==> config.mk <==
export PLATFORM = sky130hd
export DESIGN_NAME = edfs_cell
export DESIGN_NICKNAME = d
export VERILOG_FILES = /design/src/hdl/edf_unit_task_scheduler_core_assert.svh /design/src/hdl/edfs_pkg.sv /design/src/hdl/edfs_cell.sv
export SDC_FILE = /design/constraint.sdc
export NUM_CORES = 1
export LEC_CHECK = 0
export BUFFER_PORTS_ARGS = -buffer_cell sky130_fd_sc_hd__buf_2
export CAP_MARGIN = 30
export CORE_ASPECT_RATIO = 0.6
export CORE_MARGIN = 4
export CORE_UTILIZATION = 43
export CTS_BUF_LIST = sky130_fd_sc_hd__clkbuf_2 sky130_fd_sc_hd__clkbuf_4 sky130_fd_sc_hd__clkbuf_8
export DETAILED_ROUTE_END_ITERATION = 10
export PLACE_DENSITY = 0.84
export SLEW_MARGIN = 20
export SYNTH_ARGS = -nofsm -noshare
export SYNTH_HDL_FRONTEND = slang
export SYNTH_SLANG_ARGS = --single-unit
==> constraint.sdc <==
create_clock -name clk -period 2 [get_ports clk]
set_clock_uncertainty 0.05 [all_clocks]
set_input_delay 0.4 -clock clk [delete_from_list [all_inputs] [get_ports clk]]
set_output_delay 0.4 -clock clk [all_outputs]
set_load 0.03 [all_outputs]
==> src/hdl/edf_unit_task_scheduler_core_assert.svh <==
// assertion macros for the scheduler core rtl
// expects clk and rst_n in the including scope
`ifndef EDF_UNIT_TASK_SCHEDULER_CORE_ASSERT_SVH
`define EDF_UNIT_TASK_SCHEDULER_CORE_ASSERT_SVH

// antecedent implies consequent in the same cycle
`define EDFS_ASSERT_SAME(label, ante, cons) \
    label: assert property (@(posedge clk) disable iff (!rst_n) (ante) |-> (cons)) \
        else $error("edfs check failed");

// antecedent implies consequent in the next cycle
`define EDFS_ASSERT_NEXT(label, ante, cons) \
    label: assert property (@(posedge clk) disable iff (!rst_n) (ante) |=> (cons)) \
        else $error("edfs check failed");

`endif

==> src/hdl/edfs_pkg.sv <==
// shared types and constants for the edf task scheduler
// no dependencies
`timescale 1ns / 1ps

package edfs_pkg;

    localparam int KIND_W = 3;
    localparam int WORK_W = 8;

    typedef enum logic [KIND_W-1:0] {
        KIND_IDLE     = 3'd0,
        KIND_WORK     = 3'd1,
        KIND_DEADLINE = 3'd2,
        KIND_ACCEPT   = 3'd3,
        KIND_REJECT   = 3'd4
    } kind_t;

    localparam logic FUNC_LOAD = 1'b0;
    localparam logic FUNC_TICK = 1'b1;

    // per-cycle control broadcast to every cell
    typedef struct packed {
        logic elig_en;
        logic ins_en;
        logic dec_en;
    } cell_ctl_t;

endpackage

==> src/hdl/edfs_cell.sv <==
// one slot of the deadline-sorted task chain
// depends on edfs_pkg
`timescale 1ns / 1ps

module edfs_cell
    import edfs_pkg::*;
#(
    parameter int DAY_BITS = 8,
    parameter int ID_W     = 7
)
(
    input  logic                clk,
    input  logic                rst_n,
    input  cell_ctl_t           ctl,
    input  logic [DAY_BITS-1:0] check_day,
    input  logic [DAY_BITS-1:0] new_rel,
    input  logic [DAY_BITS-1:0] new_dl,
    input  logic [WORK_W-1:0]   new_rem,
    input  logic [ID_W-1:0]     new_id,
    input  logic                prev_occ,
    input  logic                prev_live,
    input  logic [DAY_BITS-1:0] prev_rel,
    input  logic [DAY_BITS-1:0] prev_dl,
    input  logic [WORK_W-1:0]   prev_rem,
    input  logic [ID_W-1:0]     prev_id,
    input  logic                prev_ins,
    input  logic                found_in,
    output logic                occ,
    output logic                live,
    output logic [DAY_BITS-1:0] rel,
    output logic [DAY_BITS-1:0] dl,
    output logic [WORK_W-1:0]   rem,
    output logic [ID_W-1:0]     id,
    output logic                ins_flag,
    output logic                found_out,
    output logic                hit,
    output logic                last
);

    logic                occ_reg, occ_next;
    logic                live_reg, live_next;
    logic                elig_reg, elig_next;
    logic [DAY_BITS-1:0] rel_reg, rel_next;
    logic [DAY_BITS-1:0] dl_reg, dl_next;
    logic [WORK_W-1:0]   rem_reg, rem_next;
    logic [ID_W-1:0]     id_reg, id_next;

    // new task sorts ahead of this slot; equal deadlines stay behind older ids
    assign ins_flag  = !occ_reg || (new_dl < dl_reg);
    assign hit       = elig_reg && !found_in;
    assign found_out = found_in || elig_reg;
    assign last      = (rem_reg == WORK_W'(1));

    assign occ  = occ_reg;
    assign live = live_reg;
    assign rel  = rel_reg;
    assign dl   = dl_reg;
    assign rem  = rem_reg;
    assign id   = id_reg;

    always_comb
    begin
        occ_next  = occ_reg;
        live_next = live_reg;
        elig_next = elig_reg;
        rel_next  = rel_reg;
        dl_next   = dl_reg;
        rem_next  = rem_reg;
        id_next   = id_reg;
        if (ctl.elig_en)
        begin
            elig_next = live_reg && (rel_reg <= check_day) && (dl_reg > check_day);
        end
        if (ctl.ins_en && ins_flag)
        begin
            if (prev_ins)
            begin
                // shift down from the neighbor
                occ_next  = prev_occ;
                live_next = prev_live;
                rel_next  = prev_rel;
                dl_next   = prev_dl;
                rem_next  = prev_rem;
                id_next   = prev_id;
            end
            else
            begin
                occ_next  = 1'b1;
                live_next = 1'b1;
                rel_next  = new_rel;
                dl_next   = new_dl;
                rem_next  = new_rem;
                id_next   = new_id;
            end
        end
        if (ctl.dec_en && hit)
        begin
            rem_next = WORK_W'(rem_reg - 1'b1);
            if (last)
            begin
                live_next = 1'b0;
            end
        end
    end

    always_ff @(posedge clk or negedge rst_n)
    begin
        if (!rst_n)
        begin
            occ_reg  <= 1'b0;
            live_reg <= 1'b0;
            elig_reg <= 1'b0;
        end
        else
        begin
            occ_reg  <= occ_next;
            live_reg <= live_next;
            elig_reg <= elig_next;
        end
    end

    always_ff @(posedge clk)
    begin
        rel_reg <= rel_next;
        dl_reg  <= dl_next;
        rem_reg <= rem_next;
        id_reg  <= id_next;
    end

endmodule

==> out/results.tsv <==
metric	value	unit
cts.htree.levels	2	
fin_util	67.5	%
netlist.top_cell.by_area	edfxtp_1	
die_h	64.0	µm
via_count	2099	
cts.sinks	34	
grtUsageMet2	31.5	%
grt_pass1_vias	1994	
area_growth	51.7	%
final_area	3410	µm²
setup_slack	-0.296	ns
min_period	2.30	ns
synthesis.nets	304	
ys_warn_count	0	
min_from	ctl[2]	
antenna_found_initial	0	
cts_tree	done	
maxSlewViolCount	0	
synth.area.top_cells	edfxtp_1 41%, ha_1 14%, mux2_2 12%, inv_1 4.0%, mux2i_1 3.6%	
required	2.00	ns
p_per_area	685	nW/µm²
wire_per_inst	15.8	µm
cp-end-kind	flip-flop	
synth-async-reset-ratio	8.82	%
timing.fmax	436	MHz
ys_seq_area_share	44.8	%
drt-total-wl	6.60	mm
violations	negative setup slack	
root_buffer	clkbuf_8	
grt_pass1_wl	9.29	mm
worst_pin_slew	0.478	ns
drt_iter0_drc	138	
ys_top_cells_by_count	31 x edfxtp_1, 25 x ha_1, 24 x inv_1, 24 x mux2_2, 16 x nor2_1	
max_cap_viol_count	0	
peakVddDrop	0.448	mV
grt_use_met3	4.47	%
grt_max_degree	33	
setup_tns	-8.54	ns
portBuffers	115	
holdCritPathClass	in2reg	
n_antenna_cell	0	
drc	0	
postSynthCellCount	200	
core	5050	µm²
path_max_fanout	6	
rsz0062_at_grt	yes	
gr-total-overflow	0	
dp_hpwl	4.84	mm
whs_path_depth	2	
rows	20	
post-route-period-util	115	%
netlist-cell-type-count	33	
num-fill-cells	368	
globalRouteMet1Util	24.4	%
r2r-end	id[1]	
drive_above_1_share	55.6	%
pre_cts_slack	-0.219	ns
finalHoldViolCount	0	
dieArea	6480	µm²
cts.clk_slew.worst_paths	0.07	ns
reg2reg_depth	11	
vias_per_cell	5.03	
maxSlewHeadroom	67.9	%
dr.pass1.iters	4	
synth_flop_cell	edfxtp_1	
clk_path_buf_depth	2	
cts_buffers	5	
holdPathEnd	elig_reg	
leakage	1.67	nW
critical_path_class	reg2reg	
nets	454	
synth_most_common_cell	edfxtp_1	
worstReg2RegStart	dl[2]	
synth_seq_cells	34	
clkLatencyLatePin	0.28	ns
syn_area_per_cell	11.2	µm²
status	complete, but fails checks	
startpoint	dl[2]	
io_pins	116	
synth_top_area_share	41.4	%
cp-start-kind	flip-flop	
die-width	101	µm
place_area	3040	µm²
ff2ff_setup_slack	-0.30	ns
cp.arrival	2.29	ns
gp_congestion	0.842	
track_usage	19.0	%
synth_edf_count	31	
initial_core_util	44.5	%
globalRoute.busiestLayer	met2	
ant_nets	0	
setup_viol	33	
syn-cell-area	2250	µm²
-- report_power, final --
group,internal (mW),switching [mW]
sequential,0.878,0.0549
combinational,0.405,0.472
clock,0.291,0.235
-- routing by layer --
metal,wire length (µm),up-vias,part of all wire (%)
met4,116,0,1.8
met1,2790,975,42
met5,0,-,0
met2,3180,88,48
li1,-,1025,-
met3,516,11,7.8
-- cell usage in the layout, fill, tap and decap left out, types with 4 or more instances in the layout --
master and n:
a21oi_1 14, buf_12 5, buf_2 114, buf_4 24, clkbuf_8 6, edfxtp_1 31
ha_1 22, inv_1 21, mux2_2 24, mux2i_1 8, nand2_1 11, nor2_1 15
o21ai_0 6, xor2_1 4
-- critical path, stage by stage, from the launching register on --
cell and delay (ns):
edfxtp_1 0.36, inv_1 0.07, ha_4 0.26, o21a_1 0.11, nor2_2 0.04, o31a_1 0.30, buf_4 0.15, buf_6 0.11
o21ai_4 0.15, clkinvlp_4 0.16, buf_12 0.16, buf_16 0.13
-- worst max-delay path by stage --
| stage | end | slack (ns) | cells past startpoint |
|---|---|---|---|
| 2_1_floorplan | dl[0] | -0.29 | 7 |
| 3_3_place_gp | ins_flag | -0.18 | 7 |
| 3_5_place_dp | ins_flag | -0.22 | 7 |
| 4_1_cts | ins_flag | -0.25 | 7 |
| 5_1_grt | rel[7] | -0.37 | 11 |
| 6_report | id[1] | -0.30 | 11 |
-- stage by stage --
step                total power, mW  instances  hold WS [ns]
floorplan                      1.38        200        0.0544
detailed placement             1.68        390         0.152
finish                         2.34        417         0.259
global placement               1.66        390         0.148
global route                   2.46        417         0.262
CTS                            2.29        407         0.253
-- layout make-up --
type / count / area [µm²] / share of cell area (%)
Clock buffer: 7 / 90.1 / 2.64
Clock inverter: 1 / 5.00 / 0.147
Inverter: 24 / 93.8 / 2.75
Multi-Input combinational cell: 137 / 1210 / 35.5
Sequential cell: 34 / 1010 / 29.5
Tap cell: 66 / 82.6 / 2.42
Timing Repair Buffer: 148 / 922 / 27.0
-- kinds of logic (layout without fill, tap and decap cells) --
logic type / count (synthesis) / in the layout / share of synthesized area (%)
buffers and inverters: 29 / 180 / 5.01
AO/OA/AOI/OAI: 33 / 33 / 9.86
AND/OR/NAND/NOR: 41 / 41 / 8.52
flip-flops: 34 / 34 / 44.8
adder cells (fa/ha/maj): 25 / 25 / 13.9
multiplexers: 32 / 32 / 15.6
XOR/XNOR: 6 / 6 / 2.34
-- timing repair --
item | 4_1_cts | 5_1_grt
endpoints found under the setup margin | 33 | 34
cloned | 2 | 0
hold endpoints to repair | 3 | 0
buffers inserted | 6 | 13
pin swaps | 2 | 1
resized for setup | 11 | 9
hold buffers | 1 | 0
No activity file was read; power rests on OpenSTA's default activity.
